<file path="src/tmc_pkg.sv">
// Shared constants and register codes for the throttle to motor current unit.
package tmc_pkg;

  localparam int ADC_BITS  = 10;
  localparam int TIME_BITS = 32;
  localparam int VOLT_BITS = 12;
  localparam int LIM_BITS  = 14;
  localparam int PER_BITS  = 16;
  localparam int PCT_BITS  = 8;
  localparam int CMD_BITS  = 21;

  localparam int IN_TDATA_W  = 56;
  localparam int OUT_TDATA_W = 40;
  localparam int CFG_ADDR_W  = 5;

  localparam logic [ADC_BITS-1:0]  ADC_MAX      = {ADC_BITS{1'b1}};
  localparam logic [TIME_BITS-1:0] ARM_GAP_MS   = TIME_BITS'(250);
  localparam logic [TIME_BITS-1:0] STOP_HOLD_MS = TIME_BITS'(1000);
  localparam logic [19:0]          CMD_LIMIT    = 20'd1000000;

  // Register indexes (word address bits [4:2]).
  localparam logic [2:0] REG_MAP_LOW       = 3'd0;
  localparam logic [2:0] REG_MAP_HIGH      = 3'd1;
  localparam logic [2:0] REG_NEUTRAL_BAND  = 3'd2;
  localparam logic [2:0] REG_SAFE_LOW      = 3'd3;
  localparam logic [2:0] REG_SAFE_HIGH     = 3'd4;
  localparam logic [2:0] REG_VOLTAGE_FLOOR = 3'd5;
  localparam logic [2:0] REG_FULL_SCALE    = 3'd6;
  localparam logic [2:0] REG_SEND_PERIOD   = 3'd7;

  localparam logic [ADC_BITS-1:0] RST_MAP_LOW      = ADC_BITS'(53);
  localparam logic [ADC_BITS-1:0] RST_MAP_HIGH     = ADC_BITS'(833);
  localparam logic [ADC_BITS-1:0] RST_NEUTRAL_BAND = ADC_BITS'(100);
  localparam logic [ADC_BITS-1:0] RST_SAFE_LOW     = ADC_BITS'(23);
  localparam logic [ADC_BITS-1:0] RST_SAFE_HIGH    = ADC_BITS'(923);

  localparam logic [6:0] PCT_FULL   = 7'd100;
  localparam logic [6:0] START_STOP = 7'd15;
  localparam logic [6:0] START_RUN  = 7'd5;

endpackage

</file>
<file path="src/throttle_to_motor_current_unit.sv">
// Throttle sample to signed motor current command, with arming and send rate limiting.
//
// Input channel in_*: one word per timestamped throttle sample. Output channel
// out_*: exactly one result word per input word, in order. Configuration goes
// through the APB-style cfg_* port, eight registers at byte addresses 0 to 28,
// the user must keep them written only while the block is idle; it does not enforce it.
//
// Each word walks a small sequencer: window and neutral checks, the span
// product, three time-difference steps sharing one 32-bit subtractor, the
// send slot update, a 17-step restoring divider for the percentage map,
// then the current scaling. The result register loads as the sequencer
// returns to idle and in_tready rises with it, so the block takes no new word
// before the last one is through; the divider steps make up most of the sequence.
//
// in_tready is high only while the sequencer is idle. A finished result may
// wait in the output register while the next word is accepted; if the
// receiver still holds off when the following result is ready, the
// sequencer waits in its last step until the register is free.
// Reset (rst_n low, synchronous) restores the register defaults, puts the
// block in arming mode and empties the output register.
module throttle_to_motor_current_unit
  import tmc_pkg::*;
(
  input  logic                   clk,
  input  logic                   rst_n,
  input  logic                   in_tvalid,
  output logic                   in_tready,
  // [31:0] now_ms, [41:32] throttle_adc, [42] reverse_level, [54:43] bus_voltage
  input  logic [IN_TDATA_W-1:0]  in_tdata,
  output logic                   out_tvalid,
  input  logic                   out_tready,
  // [20:0] current_command, [21] send_now, [29:22] throttle_percent,
  // [30] running, [31] reverse_selected, [32] fault
  output logic [OUT_TDATA_W-1:0] out_tdata,
  input  logic                   cfg_psel,
  input  logic                   cfg_penable,
  input  logic                   cfg_pwrite,
  input  logic [CFG_ADDR_W-1:0]  cfg_paddr,
  input  logic [31:0]            cfg_pwdata,
  output logic [31:0]            cfg_prdata,
  output logic                   cfg_pready
);

  localparam logic [3:0] S_IDLE  = 4'd0;
  localparam logic [3:0] S_CHK   = 4'd1;
  localparam logic [3:0] S_MUL   = 4'd2;
  localparam logic [3:0] S_ARM   = 4'd3;
  localparam logic [3:0] S_STOP  = 4'd4;
  localparam logic [3:0] S_SEND  = 4'd5;
  localparam logic [3:0] S_SNDUP = 4'd6;
  localparam logic [3:0] S_DIV   = 4'd7;
  localparam logic [3:0] S_PCT   = 4'd8;
  localparam logic [3:0] S_SCALE = 4'd9;
  localparam logic [3:0] S_DONE  = 4'd10;

  localparam int NUM_BITS = ADC_BITS + 7;
  localparam logic [4:0] DIV_LAST = 5'(NUM_BITS - 1);

  // Configuration registers.
  logic [ADC_BITS-1:0]  map_low_r, map_high_r, neutral_band_r, safe_low_r, safe_high_r;
  logic [VOLT_BITS-1:0] voltage_floor_r;
  logic [LIM_BITS-1:0]  full_scale_r;
  logic [PER_BITS-1:0]  send_period_r;

  // Block state.
  logic                 run_mode_r, first_taken_r, first_ok_r, reverse_latch_r;
  logic                 recently_stopped_r;
  logic [TIME_BITS-1:0] first_time_r, stop_time_r, last_send_r;

  // Per-word working registers.
  logic [3:0]           state_r, state_nxt;
  logic [TIME_BITS-1:0] now_r;
  logic [ADC_BITS-1:0]  angle_r;
  logic                 rev_sel_r;
  logic [VOLT_BITS-1:0] volt_r;
  logic                 win_ok_r, volt_ok_r, neutral_r, map_en_r, crossed_r, send_r;
  logic [ADC_BITS-1:0]  a_off_r, den_r;
  logic [6:0]           span_r, start_r, pct_mag_r;
  logic [ADC_BITS-1:0]  div_rem_r;
  logic [NUM_BITS-1:0]  div_quo_r;
  logic [4:0]           div_cnt_r;
  logic [19:0]          cmd_mag_r;

  // Output register.
  logic                   out_valid_r;
  logic [OUT_TDATA_W-1:0] out_data_r;

  logic                 cfg_wr;
  logic                 in_acc;
  logic [TIME_BITS-1:0] t_sub, t_diff;
  logic [ADC_BITS:0]    neutral_lim;
  logic [ADC_BITS-1:0]  a_lo, a_cl;
  logic                 win_ok, volt_ok, neutral;
  logic [ADC_BITS:0]    div_trial;
  logic                 div_ge;
  logic [6:0]           quot;
  logic [20:0]          prod;
  logic                 out_free;
  logic [CMD_BITS-1:0]  cmd_out;
  logic [PCT_BITS-1:0]  pct_out;
  logic                 fault_w;

  assign cfg_pready = 1'b1;
  assign cfg_wr     = cfg_psel & cfg_penable & cfg_pwrite & cfg_pready;
  assign in_tready  = (state_r == S_IDLE);
  assign in_acc     = in_tvalid & in_tready;
  assign out_tvalid = out_valid_r;
  assign out_tdata  = out_data_r;
  assign out_free   = !out_valid_r || out_tready;

  always_comb begin
    case (cfg_paddr[4:2])
      REG_MAP_LOW:       cfg_prdata = 32'(map_low_r);
      REG_MAP_HIGH:      cfg_prdata = 32'(map_high_r);
      REG_NEUTRAL_BAND:  cfg_prdata = 32'(neutral_band_r);
      REG_SAFE_LOW:      cfg_prdata = 32'(safe_low_r);
      REG_SAFE_HIGH:     cfg_prdata = 32'(safe_high_r);
      REG_VOLTAGE_FLOOR: cfg_prdata = 32'(voltage_floor_r);
      REG_FULL_SCALE:    cfg_prdata = 32'(full_scale_r);
      REG_SEND_PERIOD:   cfg_prdata = 32'(send_period_r);
      default:           cfg_prdata = 32'd0;
    endcase
  end

  always_ff @(posedge clk) begin
    if (!rst_n) begin
      map_low_r       <= RST_MAP_LOW;
      map_high_r      <= RST_MAP_HIGH;
      neutral_band_r  <= RST_NEUTRAL_BAND;
      safe_low_r      <= RST_SAFE_LOW;
      safe_high_r     <= RST_SAFE_HIGH;
      voltage_floor_r <= '0;
      full_scale_r    <= '0;
      send_period_r   <= '0;
    end else if (cfg_wr) begin
      case (cfg_paddr[4:2])
        REG_MAP_LOW:       map_low_r       <= cfg_pwdata[ADC_BITS-1:0];
        REG_MAP_HIGH:      map_high_r      <= cfg_pwdata[ADC_BITS-1:0];
        REG_NEUTRAL_BAND:  neutral_band_r  <= cfg_pwdata[ADC_BITS-1:0];
        REG_SAFE_LOW:      safe_low_r      <= cfg_pwdata[ADC_BITS-1:0];
        REG_SAFE_HIGH:     safe_high_r     <= cfg_pwdata[ADC_BITS-1:0];
        REG_VOLTAGE_FLOOR: voltage_floor_r <= cfg_pwdata[VOLT_BITS-1:0];
        REG_FULL_SCALE:    full_scale_r    <= cfg_pwdata[LIM_BITS-1:0];
        REG_SEND_PERIOD:   send_period_r   <= cfg_pwdata[PER_BITS-1:0];
        default:           ;
      endcase
    end
  end

  // Checks on the captured sample; the neutral sum carries one extra bit.
  assign neutral_lim = {1'b0, map_low_r} + {1'b0, neutral_band_r};
  assign win_ok      = (angle_r >= safe_low_r) && (angle_r <= safe_high_r);
  assign volt_ok     = volt_r > voltage_floor_r;
  assign neutral     = {1'b0, angle_r} < neutral_lim;
  assign a_lo        = (angle_r < map_low_r) ? map_low_r : angle_r;
  assign a_cl        = (a_lo > map_high_r) ? map_high_r : a_lo;

  // One subtractor serves all three elapsed-time checks.
  always_comb begin
    case (state_r)
      S_ARM:   t_sub = first_time_r;
      S_STOP:  t_sub = stop_time_r;
      default: t_sub = last_send_r;
    endcase
  end
  assign t_diff = now_r - t_sub;

  // Restoring divider step.
  assign div_trial = {div_rem_r, div_quo_r[NUM_BITS-1]};
  assign div_ge    = div_trial >= {1'b0, den_r};
  assign quot      = (den_r == '0) ? 7'd0 : div_quo_r[6:0];
  assign prod      = 21'(pct_mag_r) * 21'(full_scale_r);

  always_comb begin
    state_nxt = state_r;
    case (state_r)
      S_IDLE:  if (in_acc) state_nxt = S_CHK;
      S_CHK:   state_nxt = S_MUL;
      S_MUL:   state_nxt = S_ARM;
      S_ARM:   state_nxt = S_STOP;
      S_STOP:  state_nxt = S_SEND;
      S_SEND:  state_nxt = S_SNDUP;
      S_SNDUP: state_nxt = S_DIV;
      S_DIV:   if (div_cnt_r == DIV_LAST) state_nxt = S_PCT;
      S_PCT:   state_nxt = S_SCALE;
      S_SCALE: state_nxt = S_DONE;
      S_DONE:  if (out_free) state_nxt = S_IDLE;
      default: state_nxt = S_IDLE;
    endcase
  end

  always_ff @(posedge clk) begin
    if (!rst_n) begin
      state_r            <= S_IDLE;
      run_mode_r         <= 1'b0;
      first_taken_r      <= 1'b0;
      first_ok_r         <= 1'b0;
      first_time_r       <= '0;
      reverse_latch_r    <= 1'b0;
      recently_stopped_r <= 1'b1;
      stop_time_r        <= '0;
      last_send_r        <= '0;
    end else begin
      state_r <= state_nxt;
      case (state_r)
        S_ARM: begin
          if (!run_mode_r) begin
            if (!first_taken_r) begin
              first_taken_r <= 1'b1;
              first_time_r  <= now_r;
              first_ok_r    <= win_ok_r && neutral_r;
            end else if (t_diff >= ARM_GAP_MS) begin
              if (first_ok_r && win_ok_r && neutral_r && volt_ok_r) begin
                run_mode_r    <= 1'b1;
                first_taken_r <= 1'b0;
              end else begin
                first_time_r <= now_r;
                first_ok_r   <= win_ok_r && neutral_r;
              end
            end
          end else if (!map_en_r) begin
            run_mode_r    <= 1'b0;
            first_taken_r <= 1'b0;
          end else if (neutral_r) begin
            reverse_latch_r <= rev_sel_r;
          end
        end
        S_STOP: begin
          if (map_en_r) begin
            if (neutral_r) begin
              recently_stopped_r <= 1'b1;
              stop_time_r        <= now_r;
            end else if (t_diff > STOP_HOLD_MS) begin
              recently_stopped_r <= 1'b0;
            end
          end
        end
        S_SNDUP: begin
          if (send_r) last_send_r <= last_send_r + TIME_BITS'(send_period_r);
        end
        default: ;
      endcase
    end
  end

  // Datapath registers; they need no reset.
  always_ff @(posedge clk) begin
    case (state_r)
      S_IDLE: begin
        now_r     <= in_tdata[TIME_BITS-1:0];
        angle_r   <= ADC_MAX - in_tdata[TIME_BITS +: ADC_BITS];
        rev_sel_r <= !in_tdata[TIME_BITS+ADC_BITS];
        volt_r    <= in_tdata[TIME_BITS+ADC_BITS+1 +: VOLT_BITS];
      end
      S_CHK: begin
        win_ok_r  <= win_ok;
        volt_ok_r <= volt_ok;
        neutral_r <= neutral;
        // Mapping applies only to a clean sample that arrives while running.
        map_en_r  <= run_mode_r && win_ok && volt_ok;
        crossed_r <= map_high_r < map_low_r;
        a_off_r   <= a_cl - map_low_r;
        den_r     <= map_high_r - map_low_r;
        start_r   <= recently_stopped_r ? START_STOP : START_RUN;
        span_r    <= PCT_FULL - (recently_stopped_r ? START_STOP : START_RUN);
      end
      S_MUL: begin
        div_quo_r <= NUM_BITS'(a_off_r) * NUM_BITS'(span_r);
        div_rem_r <= '0;
        div_cnt_r <= '0;
      end
      S_SEND: send_r <= t_diff >= TIME_BITS'(send_period_r);
      S_DIV: begin
        div_rem_r <= div_ge ? ADC_BITS'(div_trial - {1'b0, den_r})
                            : div_trial[ADC_BITS-1:0];
        div_quo_r <= {div_quo_r[NUM_BITS-2:0], div_ge};
        div_cnt_r <= div_cnt_r + 5'd1;
      end
      S_PCT: begin
        if (!map_en_r || neutral_r) pct_mag_r <= 7'd0;
        else if (crossed_r)         pct_mag_r <= PCT_FULL;
        else                        pct_mag_r <= start_r + quot;
      end
      S_SCALE: cmd_mag_r <= (prod > 21'(CMD_LIMIT)) ? CMD_LIMIT : prod[19:0];
      default: ;
    endcase
  end

  assign cmd_out = reverse_latch_r ? CMD_BITS'(-{1'b0, cmd_mag_r}) : {1'b0, cmd_mag_r};
  assign pct_out = reverse_latch_r ? PCT_BITS'(-{1'b0, pct_mag_r}) : {1'b0, pct_mag_r};
  assign fault_w = !win_ok_r || !volt_ok_r;

  always_ff @(posedge clk) begin
    if (!rst_n) begin
      out_valid_r <= 1'b0;
    end else if (state_r == S_DONE && out_free) begin
      out_valid_r <= 1'b1;
    end else if (out_tready) begin
      out_valid_r <= 1'b0;
    end
  end

  always_ff @(posedge clk) begin
    if (state_r == S_DONE && out_free) begin
      out_data_r <= {7'd0, fault_w, reverse_latch_r, run_mode_r, pct_out, send_r, cmd_out};
    end
  end

endmodule

</file>
<file path="config.mk">
export PLATFORM = sky130hd
export DESIGN_NAME = throttle_to_motor_current_unit
export DESIGN_NICKNAME = d
export VERILOG_FILES = /design/src/tmc_pkg.sv /design/src/throttle_to_motor_current_unit.sv
export SDC_FILE = /design/constraint.sdc
export NUM_CORES = 1
export LEC_CHECK = 0
export BUFFER_PORTS_ARGS = -buffer_cell sky130_fd_sc_hd__buf_2
export CAP_MARGIN = 20
export CORE_ASPECT_RATIO = 0.9
export CORE_MARGIN = 2
export CORE_UTILIZATION = 56
export DETAILED_ROUTE_END_ITERATION = 10
export PLACE_DENSITY = 0.8
export SLEW_MARGIN = 20
export SYNTH_ARGS = -nofsm -noshare
export SYNTH_HDL_FRONTEND = slang
export SYNTH_SLANG_ARGS = --single-unit
</file>
<file path="constraint.sdc">
create_clock -name clk -period 6.6 [get_ports clk]
set_input_delay 0.66 -clock clk [delete_from_list [all_inputs] [get_ports clk]]
set_output_delay 0.66 -clock clk [all_outputs]
set_load 0.02 [all_outputs]
</file>
======== Yosys cells after proc, flatten, opt, wreduce, memory -nomap -nowiden ========
Cells that the tools add are included.
word-level totals
  bits in registers ....................... 385
  word-level logic and storage cells ...... 169
  input bits .............................. 100
  output and inout port bits .............. 75
operators by class
  equality and inequality tests ........... 24
  magnitude comparators ................... 12
  bitwise operators ....................... 4
  multipliers ............................. 2
  mux-type cells .......................... 37
  $add $sub $neg .......................... 12
  reduce and logical (&&, ||, !) cells .... 38
operators by type and width
  cell                  number
  $pmux 32 s8           1
  $mux 32               3
  $pmux 32 s2           1
  $pmux 4 s11           1
  $pmux 17 s2           1
  $add 32x16->32        1
  $ge 32x16->1          1
  $ge 32x8->1 const B   1
  $gt 32x10->1 const B  1
  $sub 32x32->32        1
  $mux 10               3
  $sub 10x10->10        3
  $gt 21x20->1 const B  1
  $mul 7x14->21         1
  $mux 7                3
  $neg 20->21           1
  $lt 10x10->1          2
  $mux 20               1
  $pmux 10 s2           1
  $reduce_and 2->1      10
  $mul 10x7->17         1
  $mux 1                17
  $eq 4x3->1 const B    4
  $mux 4                4
  34 further kinds      65

======== Logic depth before layout (Yosys ltp) ========
  depth after elaboration ................. 7
  depth in mapped cells ................... 31
  gate-level depth less buffers ........... 29

======== Least setup slack after synthesis ========
Ideal clock, no wire load.
  path type ............................... register to output
  start ................................... register state_r[1]
  end ..................................... output port in_tready
  required time ........................... 5,940 ps
  cell stages (with the launch flop) ...... 3
  arrival ................................. 6,427 ps
  slack ................................... -487 ps
  buffers on the path ..................... 1
  path through ............................ dfxtp_1 > clkbuf_1 > nor4_1
on the way
  cells in the longest elaborated chain, start to end .. 1
RTL lines
  item                    line                                   RTL
  start, declared         throttle_to_motor_current_unit.sv:71   logic [3:0] state_r, state_nxt;
  start signal, assigned  throttle_to_motor_current_unit.sv:204  state_r <= state_nxt;
  $logic_not 4->1         throttle_to_motor_current_unit.sv:105  assign in_tready = (state_r == S_IDLE);
  end, declared           throttle_to_motor_current_unit.sv:27   output logic in_tready,
Every way passes these cells.

======== Final worst setup path ========
  start ................................... register angle_r[1]
  end ..................................... register a_off_r[9] (data pin)
on the way
  cells in the longest elaborated chain, start to end .. 5
RTL lines
  item                    line                                   RTL
  start, declared         throttle_to_motor_current_unit.sv:73   logic [ADC_BITS-1:0] angle_r;
  start signal, assigned  throttle_to_motor_current_unit.sv:251  angle_r <= ADC_MAX - in_tdata[TIME_BITS +: ADC_BITS];
  $lt 10x10->1            throttle_to_motor_current_unit.sv:155  assign a_lo = (angle_r < map_low_r) ? map_low_r : angle_r;
  $mux 10 (*)             throttle_to_motor_current_unit.sv:155
  $gt 10x10->1            throttle_to_motor_current_unit.sv:156  assign a_cl = (a_lo > map_high_r) ? map_high_r : a_lo;
  $mux 10 (*)             throttle_to_motor_current_unit.sv:156
  $sub 10x10->10 (*)      throttle_to_motor_current_unit.sv:262  a_off_r <= a_cl - map_low_r;
  end signal, assigned    throttle_to_motor_current_unit.sv:262
  end, declared           throttle_to_motor_current_unit.sv:77   logic [ADC_BITS-1:0] a_off_r, den_r;
Mark *: on every way between the ends. The rest lies on a longest branch, timed or not.
A chain may end at the register's enable or synchronous reset.

==> results by group <==
Timing
  • Setup TNS: 0 ps
  • Clk_skew: 25.91 ps
  • Worst Max-Slew Pin Slew: 1204 ps
  • Relative slew slack: 19.45%
  • Max Slew Vio Count: 0
  • RSZ-0062 raised after global routing: false
  • Final critical-path required period: 6210 ps
  • Fin crit share: 94.10%
  • Peak Freq: 0.1610 GHz
  • Final setup viols: 0
  • Count of final hold-check violations: 0

Setup path
  • Crit Path Category: register to register
  • Crit path launch: angle_r[1]$_DFFE_PP_
  • Setup crit start kind: register
  • FF-to-FF Start: angle_r[1]$_DFFE_PP_
  • Slowest Stage Delay on Critical Path: 520 ps
  • Top fanout value on the critical path: 13
  • CP Data Arrival Time: 6530 ps
  • CP endpoint kind: register
  • Req. time, crit path: 6920 ps
  • Critical Path Slowest Stage Cell: edfxtp_1

Die
  • Die height: 213.0 um
  • Die area: 50300 um2
  • Core area: 47930 um2
  • Initial core utilization: 56.69%
  • Top Ports: 175
  • Rows: 76
  • Chip width: 236.2 um

Pwr
  • Lkg Pwr: 0.01257 uW
  • Clock Power Share: 16.2%
  • Internal power: 8345 uW
  • Switching Fraction: 42.42%
  • NetSw: 6148 uW
  • Tot Pwr: 14490 uW
  • Peak VDD IR: 0.0009766 V
  • Sequential share of power: 26.0%
  • Combinational Power Share: 57.9%
  • Pwr per Cell Area: 487.8 nW/um2

Cells and area
  • Layout cells sized above 1: 8.678%
  • Storage cell area: 9219 um2
  • Area of the multi-input gates: 16420 um2
  • Antenna cells: 0
  • Area grow syn2layout: 9.348%
  • Fillers: 3999
  • Nets@finish: 3558
  • Non-Filler Instances: 3770

Logic synthesis
  • Post-synth EDFFs: 175
  • Post-synth ARST share: 0%
  • Mapped Avg Cell Area: 8.953 um2
  • Syn Std Cell Area: 27170 um2
  • Syn. warnings: 0
  • Main synth FF type: dfxtp_1
  • #FFs+latches synth: 373
  • Sequential-to-total area share from yosys stat: 33.93%
  • Count of cell types in the netlist: 86
  • Synth Instances: 3035

Clock tree
  • Worst-path clk slew: 60 ps
  • CTS sink count: 373
  • CTS tree: yes
  • Root Buffer: clkbuf_16
  • CTS max path bufs: 3
  • H-Tree Level Count: 2
  • CTS hold repair buffers: 0
  • Clock latency on the worst-skew pair: 590 ps
  • CTS Buf Count: 41

Detailed routing
  • Via density: 5.939
  • Starting DRT DRC Count: 1705
  • Detailed Route WL: 71.31 mm
  • Via count: 22390
  • DR WL/cell: 18.92 um
  • Drt first pass iters: 6
  • Post-route ant nets: 0
  • Drt drc: 0

Placed design
  • Detailed Place HPWL: 53.40 mm
  • GPL Wtd Cong: 1.001
  • Port Buffers: 131
  • Placed Cells incl. Taps: 3690

Global route
  • Vias in the first global route: 21950
  • GRT Util Overall: 27.99%
  • Largest net degree at the start of global routing: 135
  • First-pass GRT wire length: 113.1 mm
  • Antenna violations before repair: 0
  • GR Overflow Total: 0

Outcome
  • Outcome: complete, no violations

Min path
  • Hold Path Origin: in_tdata[9]
  • Hold crit path type: input pin to register

Run
  • Max Cap Viol: 0
## cells in the mapped netlist (63+ instances only)
master / n / area [um2]
edfxtp_1: 175 / 5255
nand2_1: 509 / 1911
a21boi_0: 115 / 863.3
a21o_1: 63 / 473.0
o21ai_0: 100 / 500.5
xnor2_1: 72 / 630.6
and2_1: 88 / 550.5
clkbuf_1: 104 / 390.4
inv_1: 265 / 994.7
ha_1: 248 / 3103
fa_1: 96 / 1922
a21oi_1: 163 / 815.8
dfxtp_1: 198 / 3964
nor2_1: 141 / 529.3
## per-stage QoR
stage / setup slack, ps / cell area [um2] / hold slack [ps] / util [%]
global route: 2.617 / 29710 / 237.3 / 61.99
global placement: 551.9 / 28280 / 417.6 / 59.01
CTS: 391.1 / 29660 / 219.1 / 61.89
floorplan: 262.0 / 27260 / 408.2 / -
finish: 389.6 / 29710 / 246.3 / 61.99
detailed placement: 436.9 / 28290 / 427.5 / 59.04
## cells by family after synthesis
family                   synth area share [%]
other                                 0.02764
flip-flops                              33.93
adder cells (fa/ha/maj)                 18.49
multiplexers                            3.334
AND/OR/NAND/NOR                         17.66
AO/OA/AOI/OAI                           16.73
XOR/XNOR                                3.610
buffers and inverters                   6.212
## final cells by class
type / instances / share of cell area [%]
Clock buffer: 63 / 4.325
Clock inverter: 12 / 0.2822
Inverter: 268 / 3.386
Multi-Input combinational cell: 2269 / 55.27
Sequential cell: 373 / 31.03
Tap cell: 624 / 2.628
Timing Repair Buffer: 161 / 3.083
## power groups by stage
stage               sequential [uW]  combinational, uW  clock, uW
global route                   3820               9450       2450
detailed placement             3800               8240          0
global placement               3780               7950          0
finish                         3760               8390       2340
floorplan                      3640               6620          0
CTS                            3760               8310       2380
## critical path, delay by kind of cell (launching register included)
kind	cells	cell delay, ps
and+or+nand+nor	2	200
muxes	2	730
buffers and inverters	2	470
DFF	1	520
xor gates and xnor gates	1	90
adders and majority gates	3	960
AOI/OAI and AO/OA	18	2970
## registers in the layout, summed over array words and instances (netlist names), 14 cells and up
signal         flops
out_tdata         33
first_time_r      32
last_send_r       32
now_r             32
stop_time_r       32
cmd_mag_r         20
div_quo_r         17
send_period_r     16
full_scale_r      14
## layer usage
| layer | up-vias | track usage (%) | wire (um) |
|---|---|---|---|
| met5 | - | 0 | 0 |
| met4 | 0 | 11.22 | 2514 |
| met3 | 164 | 4.021 | 4877 |
| met2 | 730 | 48.39 | 34280 |
| met1 | 10840 | 35.53 | 29640 |
| li1 | 10660 | - | - |
## final timing paths
kind,depth (start not counted),endpoint,slack [ps]
worst min register to register,0,start_r[1]$_DFFE_PN_,440
worst max-delay path,28,a_off_r[9]$_DFFE_PN_,390
worst max register to register,28,a_off_r[9]$_DFFE_PN_,390
worst min-delay path,1,now_r[9]$_DFFE_PP_,250
## repair_timing
| action | 4_1_cts | 5_1_grt |
|---|---|---|
| endpoints found under the setup margin | 0 | 1 |
| buffers inserted | 0 | 5 |
| resized for setup | 0 | 1 |
## cells in the final DEF (no fill, tap or decap), drive strengths merged, types with 63 or more instances in the layout
cell    count
nand2     509
inv       269
ha        248
dfxtp     198
edfxtp    175
a21oi     163
buf       161
nor2      141
a21boi    121
o21ai     107
fa         96
and2       88
xnor2      72
a21o       63
clkbuf     63
No activity file was read; power rests on OpenSTA's default activity.
